### src/nqte_pkg.sv
package nqte_pkg;

   // Part kinds
   localparam logic [2:0] KIND_IRI   = 3'd0;
   localparam logic [2:0] KIND_BLANK = 3'd1;
   localparam logic [2:0] KIND_LIT   = 3'd2;
   localparam logic [2:0] KIND_LANG  = 3'd3;
   localparam logic [2:0] KIND_DTYPE = 3'd4;

   // ASCII characters used for framing and escapes
   localparam logic [7:0] CH_TAB    = 8'h09;
   localparam logic [7:0] CH_BS     = 8'h08;
   localparam logic [7:0] CH_LF     = 8'h0A;
   localparam logic [7:0] CH_CR     = 8'h0D;
   localparam logic [7:0] CH_FF     = 8'h0C;
   localparam logic [7:0] CH_SPACE  = 8'h20;
   localparam logic [7:0] CH_QUOTE  = 8'h22;
   localparam logic [7:0] CH_DOT    = 8'h2E;
   localparam logic [7:0] CH_ZERO   = 8'h30;
   localparam logic [7:0] CH_COLON  = 8'h3A;
   localparam logic [7:0] CH_LT     = 8'h3C;
   localparam logic [7:0] CH_GT     = 8'h3E;
   localparam logic [7:0] CH_AT     = 8'h40;
   localparam logic [7:0] CH_BSLASH = 8'h5C;
   localparam logic [7:0] CH_CARET  = 8'h5E;
   localparam logic [7:0] CH_UNDER  = 8'h5F;
   localparam logic [7:0] CH_BTICK  = 8'h60;
   localparam logic [7:0] CH_LBRACE = 8'h7B;
   localparam logic [7:0] CH_PIPE   = 8'h7C;
   localparam logic [7:0] CH_RBRACE = 8'h7D;
   localparam logic [7:0] CH_LOW_B  = 8'h62;
   localparam logic [7:0] CH_LOW_F  = 8'h66;
   localparam logic [7:0] CH_LOW_N  = 8'h6E;
   localparam logic [7:0] CH_LOW_R  = 8'h72;
   localparam logic [7:0] CH_LOW_T  = 8'h74;
   localparam logic [7:0] CH_LOW_U  = 8'h75;
   localparam logic [7:0] HEX_ALPHA_BASE = 8'h37;  // 'A' - 10

   typedef struct packed {
      logic [7:0] data_byte;
      logic       has_byte;
      logic [2:0] part_kind;
      logic       part_first;
      logic       part_last;
      logic       term_last;
      logic       statement_last;
   } req_payload_type;

   typedef struct packed {
      logic [7:0] out_byte;
      logic       last_of_run;
   } rsp_payload_type;

   function automatic logic iri_needs_escape(input logic [7:0] b);
      logic r;
      begin
         r = 1'b0;
         if (b <= CH_SPACE) begin
            r = 1'b1;
         end
         case (b) inside
            CH_LT, CH_GT, CH_QUOTE, CH_LBRACE, CH_RBRACE,
            CH_PIPE, CH_CARET, CH_BTICK, CH_BSLASH: r = 1'b1;
            default: ;
         endcase
         return r;
      end
   endfunction

   // Second byte of a literal escape, zero when the byte passes unchanged
   function automatic logic [7:0] lit_escape(input logic [7:0] b);
      logic [7:0] r;
      begin
         case (b)
            CH_TAB:    r = CH_LOW_T;
            CH_BS:     r = CH_LOW_B;
            CH_LF:     r = CH_LOW_N;
            CH_CR:     r = CH_LOW_R;
            CH_FF:     r = CH_LOW_F;
            CH_QUOTE:  r = CH_QUOTE;
            CH_BSLASH: r = CH_BSLASH;
            default:   r = 8'h00;
         endcase
         return r;
      end
   endfunction

   function automatic logic [7:0] hex_digit(input logic [3:0] v);
      logic [7:0] r;
      begin
         if (v < 4'd10) begin
            r = CH_ZERO + {4'h0, v};
         end else begin
            r = HEX_ALPHA_BASE + {4'h0, v};
         end
         return r;
      end
   endfunction

endpackage

### src/nquads_term_escaper.sv
// Channel | Direction | Handshake             | Payload
// req     | in        | req_valid / req_ready | req_payload_type (one raw byte + flags)
// rsp     | out       | rsp_valid / rsp_ready | rsp_payload_type (one text byte)
//
// An item stays in the item register until its last byte enters the output
// register, and the next item enters in that cycle; one-byte items flow at one
// per cycle while rsp is not stalled. An item with nothing to emit skips the
// output register. Synchronous active-high reset clears both valid flags and the
// byte index. A stalled rsp holds the output register and the item behind it.
module nquads_term_escaper
   import nqte_pkg::*;
(
   input  logic            clock,
   input  logic            reset,
   input  logic            req_valid,
   output logic            req_ready,
   input  req_payload_type req_payload,
   output logic            rsp_valid,
   input  logic            rsp_ready,
   output rsp_payload_type rsp_payload
);

   // Item register: the item being expanded and the index of its next byte
   req_payload_type item_ff;
   logic            item_valid_ff, item_valid_in;
   logic [3:0]      idx_ff, idx_in;

   // Output register
   rsp_payload_type rsp_ff, rsp_in;
   logic            rsp_valid_ff, rsp_valid_in;

   // Segment lengths and end offsets of the expansion
   logic       is_iri, is_lit, iri_esc, lit_esc;
   logic [7:0] lit_code;
   logic [3:0] open_len, body_len, close_len, space_len, stmt_len;
   logic [3:0] end_open, end_body, end_close, end_space, total;
   logic [3:0] local_idx;
   logic [7:0] cur_byte;
   logic       cur_last, out_load, item_done;

   always_comb begin
      is_iri   = (item_ff.part_kind == KIND_IRI) || (item_ff.part_kind == KIND_DTYPE);
      is_lit   = (item_ff.part_kind == KIND_LIT);
      lit_code = lit_escape(item_ff.data_byte);
      iri_esc  = is_iri && iri_needs_escape(item_ff.data_byte);
      lit_esc  = is_lit && (lit_code != 8'h00);

      // opener length
      open_len = 4'd0;
      if (item_ff.part_first) begin
         unique case (item_ff.part_kind)
            KIND_IRI:   open_len = 4'd1;
            KIND_BLANK: open_len = 4'd2;
            KIND_LIT:   open_len = 4'd1;
            KIND_LANG:  open_len = 4'd1;
            KIND_DTYPE: open_len = 4'd3;
            default:    open_len = 4'd0;
         endcase
      end

      body_len = 4'd0;
      if (item_ff.has_byte) begin
         if (iri_esc) begin
            body_len = 4'd6;
         end else if (lit_esc) begin
            body_len = 4'd2;
         end else begin
            body_len = 4'd1;
         end
      end

      close_len = (item_ff.part_last && (is_iri || is_lit)) ? 4'd1 : 4'd0;
      space_len = item_ff.term_last ? 4'd1 : 4'd0;
      stmt_len  = item_ff.statement_last ? 4'd2 : 4'd0;

      end_open  = open_len;
      end_body  = end_open + body_len;
      end_close = end_body + close_len;
      end_space = end_close + space_len;
      total     = end_space + stmt_len;

      // pick the byte at the current index by segment
      local_idx = 4'd0;
      cur_byte  = 8'h00;
      if (idx_ff < end_open) begin
         local_idx = idx_ff;
         unique case (item_ff.part_kind)
            KIND_IRI:   cur_byte = CH_LT;
            KIND_BLANK: cur_byte = (local_idx == 4'd0) ? CH_UNDER : CH_COLON;
            KIND_LIT:   cur_byte = CH_QUOTE;
            KIND_LANG:  cur_byte = CH_AT;
            KIND_DTYPE: cur_byte = (local_idx < 4'd2) ? CH_CARET : CH_LT;
            default:    cur_byte = 8'h00;
         endcase
      end else if (idx_ff < end_body) begin
         local_idx = idx_ff - end_open;
         if (iri_esc) begin
            case (local_idx)
               4'd0:    cur_byte = CH_BSLASH;
               4'd1:    cur_byte = CH_LOW_U;
               4'd2:    cur_byte = CH_ZERO;
               4'd3:    cur_byte = CH_ZERO;
               4'd4:    cur_byte = hex_digit(item_ff.data_byte[7:4]);
               default: cur_byte = hex_digit(item_ff.data_byte[3:0]);
            endcase
         end else if (lit_esc) begin
            cur_byte = (local_idx == 4'd0) ? CH_BSLASH : lit_code;
         end else begin
            cur_byte = item_ff.data_byte;
         end
      end else if (idx_ff < end_close) begin
         cur_byte = is_lit ? CH_QUOTE : CH_GT;
      end else if (idx_ff < end_space) begin
         cur_byte = CH_SPACE;
      end else begin
         cur_byte = (idx_ff == end_space) ? CH_DOT : CH_LF;
      end

      cur_last = (idx_ff == (total - 4'd1));
   end

   // The output register loads from a valid item with bytes to emit whenever it is empty or being drained
   assign out_load  = item_valid_ff && (total != 4'd0) && (!rsp_valid_ff || rsp_ready);
   // The item leaves on its last byte, or at once when it emits nothing
   assign item_done = item_valid_ff && ((total == 4'd0) || (out_load && cur_last));
   assign req_ready = !item_valid_ff || item_done;

   always_comb begin
      item_valid_in = item_valid_ff;
      idx_in        = idx_ff;
      if (req_valid && req_ready) begin
         item_valid_in = 1'b1;
         idx_in        = 4'd0;
      end else if (item_done) begin
         item_valid_in = 1'b0;
         idx_in        = 4'd0;
      end else if (out_load) begin
         idx_in = idx_ff + 4'd1;
      end

      rsp_valid_in = rsp_valid_ff;
      rsp_in       = rsp_ff;
      if (out_load) begin
         rsp_valid_in       = 1'b1;
         rsp_in.out_byte    = cur_byte;
         rsp_in.last_of_run = cur_last;
      end else if (rsp_ready) begin
         rsp_valid_in = 1'b0;
      end
   end

   always_ff @(posedge clock) begin
      if (reset) begin
         item_valid_ff <= 1'b0;
         idx_ff        <= 4'd0;
         rsp_valid_ff  <= 1'b0;
      end else begin
         item_valid_ff <= item_valid_in;
         idx_ff        <= idx_in;
         rsp_valid_ff  <= rsp_valid_in;
      end
   end

   // payload registers: hold unless loaded
   always_ff @(posedge clock) begin
      if (req_valid && req_ready) begin
         item_ff <= req_payload;
      end
      rsp_ff <= rsp_in;
   end

   assign rsp_valid   = rsp_valid_ff;
   assign rsp_payload = rsp_ff;

endmodule
### config.mk
export PLATFORM = sky130hd
export DESIGN_NAME = nquads_term_escaper
export DESIGN_NICKNAME = d
export VERILOG_FILES = /design/src/nqte_pkg.sv /design/src/nquads_term_escaper.sv
export SDC_FILE = /design/constraint.sdc
export NUM_CORES = 1
export LEC_CHECK = 0
export ABC_AREA = 1
export BUFFER_PORTS_ARGS = -buffer_cell sky130_fd_sc_hd__buf_4
export CORE_MARGIN = 1
export CORE_UTILIZATION = 35
export DETAILED_ROUTE_END_ITERATION = 10
export SETUP_SLACK_MARGIN = 0.4
export SKIP_CTS_REPAIR_TIMING = 1
export SLEW_MARGIN = 15
export SYNTH_ARGS = -nofsm -noshare
export SYNTH_HDL_FRONTEND = slang
export SYNTH_SLANG_ARGS = --single-unit
### constraint.sdc
create_clock -name clock -period 4.62 [get_ports clock]
set_clock_uncertainty 0.1 [all_clocks]
set_input_delay 0.693 -clock clock [delete_from_list [all_inputs] [get_ports clock]]
set_output_delay 0.693 -clock clock [all_outputs]
set_load 0.01 [all_outputs]
==> impl_metrics.xml <==
<?xml version="1.0" encoding="UTF-8"?>
<metrics>
  <group name="status">
    <metric name="outcome" unit="">finished, violations left</metric>
    <metric name="violations_in_the_final_reports" unit="">setup timing</metric>
  </group>
  <group name="timing">
    <metric name="rsz_0062_raised_after_global_routing" unit="">yes</metric>
    <metric name="timing.final.hold_violations" unit="">0</metric>
    <metric name="worst_max_slew_margin_expressed_relative_to_the_limit" unit="">0.648</metric>
    <metric name="final-setup-viol-count" unit="">17</metric>
    <metric name="setup_ws" unit="ns">-0.602</metric>
    <metric name="layout_min_cycle_time" unit="ns">5.22</metric>
    <metric name="final_slew_violations" unit="">0</metric>
    <metric name="max_slew.worst_pin.slew" unit="ns">0.528</metric>
    <metric name="post-route-period-util" unit="">1.13</metric>
    <metric name="worst_hold_slack" unit="ns">0.434</metric>
    <metric name="clock.fmax" unit="MHz">191</metric>
  </group>
  <group name="floorplan">
    <metric name="coreArea" unit="µm²">7770</metric>
    <metric name="die_h" unit="µm">92.0</metric>
    <metric name="num_rows" unit="">32</metric>
    <metric name="initial_core_utilization" unit="">0.365</metric>
    <metric name="die_width" unit="µm">92.0</metric>
    <metric name="num_io_pins" unit="">31</metric>
    <metric name="fp.dieArea" unit="µm²">8460</metric>
  </group>
  <group name="global_routing">
    <metric name="first_global_vias" unit="">2659</metric>
    <metric name="initial_antenna_violation_count" unit="">0</metric>
    <metric name="pin_count_of_the_biggest_net_entering_global_routing" unit="">17</metric>
    <metric name="grt_remaining_overflow" unit="">0</metric>
    <metric name="globalRouteTotalUtil" unit="">0.178</metric>
    <metric name="grt_first_pass_wirelength" unit="µm">12000</metric>
  </group>
  <group name="finish">
    <metric name="area.growth.synth_to_final" unit="%">41.3</metric>
    <metric name="fraction_of_final_layout_cells_with_drive_strength_greater_than_1" unit="">0.388</metric>
    <metric name="most-common-layout-cells" unit="">buf_4 (76), inv_1 (52), nand2_1 (50)</metric>
    <metric name="mostFrequentLayoutCell" unit="">buf_4</metric>
    <metric name="fin_nets" unit="">503</metric>
    <metric name="n_antenna_cell" unit="">0</metric>
  </group>
  <group name="min_path">
    <metric name="holdCritPathClass" unit="">reg -&gt; reg</metric>
  </group>
  <group name="power">
    <metric name="ir_drop" unit="mV">0.940</metric>
    <metric name="p_per_area" unit="nW/µm²">807</metric>
    <metric name="totalPowerFinal" unit="µW">3230</metric>
    <metric name="p_leak" unit="µW">0.00182</metric>
  </group>
  <group name="cts">
    <metric name="cts_made_buffers" unit="">5</metric>
    <metric name="clkLatencyLatePin" unit="ns">0.29</metric>
    <metric name="max_buffers_root_to_sink" unit="">2</metric>
    <metric name="clk_pin_slew" unit="ns">0.07</metric>
    <metric name="cts-htree-levels" unit="">2</metric>
    <metric name="clk_sinks" unit="">31</metric>
    <metric name="ctsRootBufferMaster" unit="">clkbuf_8</metric>
    <metric name="tritoncts" unit="">built</metric>
  </group>
  <group name="detailed_routing">
    <metric name="detailed_route_via_count" unit="">2714</metric>
    <metric name="post-route-drc-count" unit="">0</metric>
    <metric name="route.detailed.wl_per_inst" unit="µm">13.5</metric>
    <metric name="totalWireLength" unit="µm">7450</metric>
    <metric name="drt.antenna.violating_nets" unit="">0</metric>
    <metric name="detail_route.iter0.violations" unit="">188</metric>
    <metric name="routed_via_density" unit="">4.91</metric>
    <metric name="first_pass_drt_iterations" unit="">5</metric>
  </group>
  <group name="placed_design">
    <metric name="placement.io_buffers" unit="">30</metric>
    <metric name="finalWeightedCongestion" unit="">0.885</metric>
    <metric name="detailed_place_hpwl" unit="µm">5780</metric>
  </group>
  <group name="setup_path">
    <metric name="critical_path_arrival" unit="ns">4.43</metric>
    <metric name="cp_data_required_time" unit="ns">3.83</metric>
    <metric name="critical_path_peak_fanout" unit="">3</metric>
    <metric name="critPathLaunchType" unit="">flip-flop</metric>
    <metric name="crit_path_top_delay_cell" unit="">edfxtp_1</metric>
    <metric name="criticalPathCategory" unit="">reg -&gt; out</metric>
    <metric name="critical_path_most_common_cell" unit="">inv_2</metric>
    <metric name="setup.worst_path.end_class" unit="">output port</metric>
    <metric name="worst_path_largest_cell_delay" unit="ns">0.37</metric>
  </group>
  <group name="yosys">
    <metric name="mappedNetlistNets" unit="">416</metric>
    <metric name="synth-seq-cells" unit="">31</metric>
    <metric name="netlist_instances" unit="">363</metric>
    <metric name="yosysSeqAreaShare" unit="">0.307</metric>
    <metric name="synth_edf_count" unit="">25</metric>
    <metric name="synth_top_area_cell" unit="">edfxtp_1</metric>
    <metric name="synth.top_cell.area_share" unit="">0.265</metric>
    <metric name="synth.area.top_cells" unit="">edfxtp_1 (26%), ha_1 (14%), inv_1 (9.3%)</metric>
    <metric name="ys.warnings.count" unit="">0</metric>
    <metric name="async_reset_ff_frac" unit="">0</metric>
    <metric name="syn_area_per_cell" unit="µm²">7.81</metric>
    <metric name="synth_area" unit="µm²">2840</metric>
    <metric name="ys_types" unit="">44</metric>
    <metric name="synth_flop_cell" unit="">edfxtp_1</metric>
  </group>
  <group name="job">
    <metric name="cap_viol_max_count" unit="">0</metric>
  </group>
</metrics>
## cell usage after synthesis (4+ instances only)
master and number:
a21oi_1 18, nand2_4 4, nor2_1 37, nand2_2 7
nor3_1 5, ha_1 32, o21ai_0 16, edfxtp_1 25
o22ai_1 5, nor2_2 6, nand3_1 22, dfxtp_1 6
inv_1 70, xor2_1 9, nand2_1 55, inv_2 5
## metrics by stage
stage / cells / TNS (ns) / worst slack (ns) / instance area [µm²] / utilization
CTS: 544 / -3.99 / -0.728 / 3760 / 0.484
detailed placement: 536 / -2.97 / -0.384 / 3670 / 0.473
finish: 553 / -2.60 / -0.602 / 4010 / 0.516
floorplan: 363 / -1.31 / -0.135 / 3000 / -
global placement: 536 / -2.22 / -0.349 / 3670 / 0.473
global route: 553 / -7.70 / -0.839 / 4010 / 0.516
## logic make-up (layout without fill, tap and decap cells)
| group | count (synthesis) | count (layout) | share of synthesized area |
|---|---|---|---|
| AO/OA/AOI/OAI | 59 | 59 | 0.129 |
| XOR/XNOR | 12 | 12 | 0.0371 |
| adder cells (fa/ha/maj) | 33 | 33 | 0.148 |
| buffers and inverters | 77 | 165 | 0.103 |
| flip-flops | 31 | 31 | 0.307 |
| multiplexers | 1 | 1 | 0.00353 |
| AND/OR/NAND/NOR | 150 | 150 | 0.272 |
## state kept, by name (all words and copies together) (netlist names)
signal         count
item_ff           16
idx_ff             4
rsp_valid          1
rsp_payload        9
item_valid_ff      1
## worst max-delay path: cells and delay by family (launching register included)
family / cells / cell delay (ns)
AOI/OAI and AO/OA: 3 / 0.38
DFF: 1 / 0.37
buffers and inverters: 6 / 0.50
adders and majority gates: 6 / 1.42
and+or+nand+nor: 12 / 1.07
xor gates and xnor gates: 2 / 0.41
## metal layers
| layer | GRT usage | share of wire | vias up |
|---|---|---|---|
| met1 | 0.228 | 0.43 | 1218 |
| met4 | 0.0417 | 0.014 | 0 |
| met3 | 0.0398 | 0.068 | 15 |
| met2 | 0.305 | 0.49 | 102 |
| met5 | 0 | 0 | - |
| li1 | - | - | 1379 |
## area by class of cell
| type | count | area (µm²) |
|---|---|---|
| fillers | 744 | 3760 |
| multi-input cells | 255 | 1960 |
| flip-flops and latches | 31 | 871 |
| repair buffers | 82 | 669 |
| inverters | 75 | 295 |
| well taps | 102 | 128 |
| clock buffers | 6 | 72.6 |
| clock inverters | 2 | 12.5 |
## where the power goes
part | switching [µW] | total (µW) | internal [µW]
Clock | 110 | 215 | 105
Sequential | 82.8 | 561 | 478
Combinational | 1340 | 2460 | 1120
Total | 1530 | 3230 | 1700
## worst paths after layout
path                              start                      to  slack (ns)  cells after the start
max               item_ff[12]$_DFFE_PP_               req_ready       -0.60                     29
min          item_valid_ff$_SDFFE_PP0P_  rsp_valid$_SDFFE_PP0P_        0.43                      2
max reg2reg       item_ff[12]$_DFFE_PP_    item_ff[9]$_DFFE_PP_       -0.15                     31
min reg2reg  item_valid_ff$_SDFFE_PP0P_  rsp_valid$_SDFFE_PP0P_        0.43                      2
No activity file was read; power rests on OpenSTA's default activity.
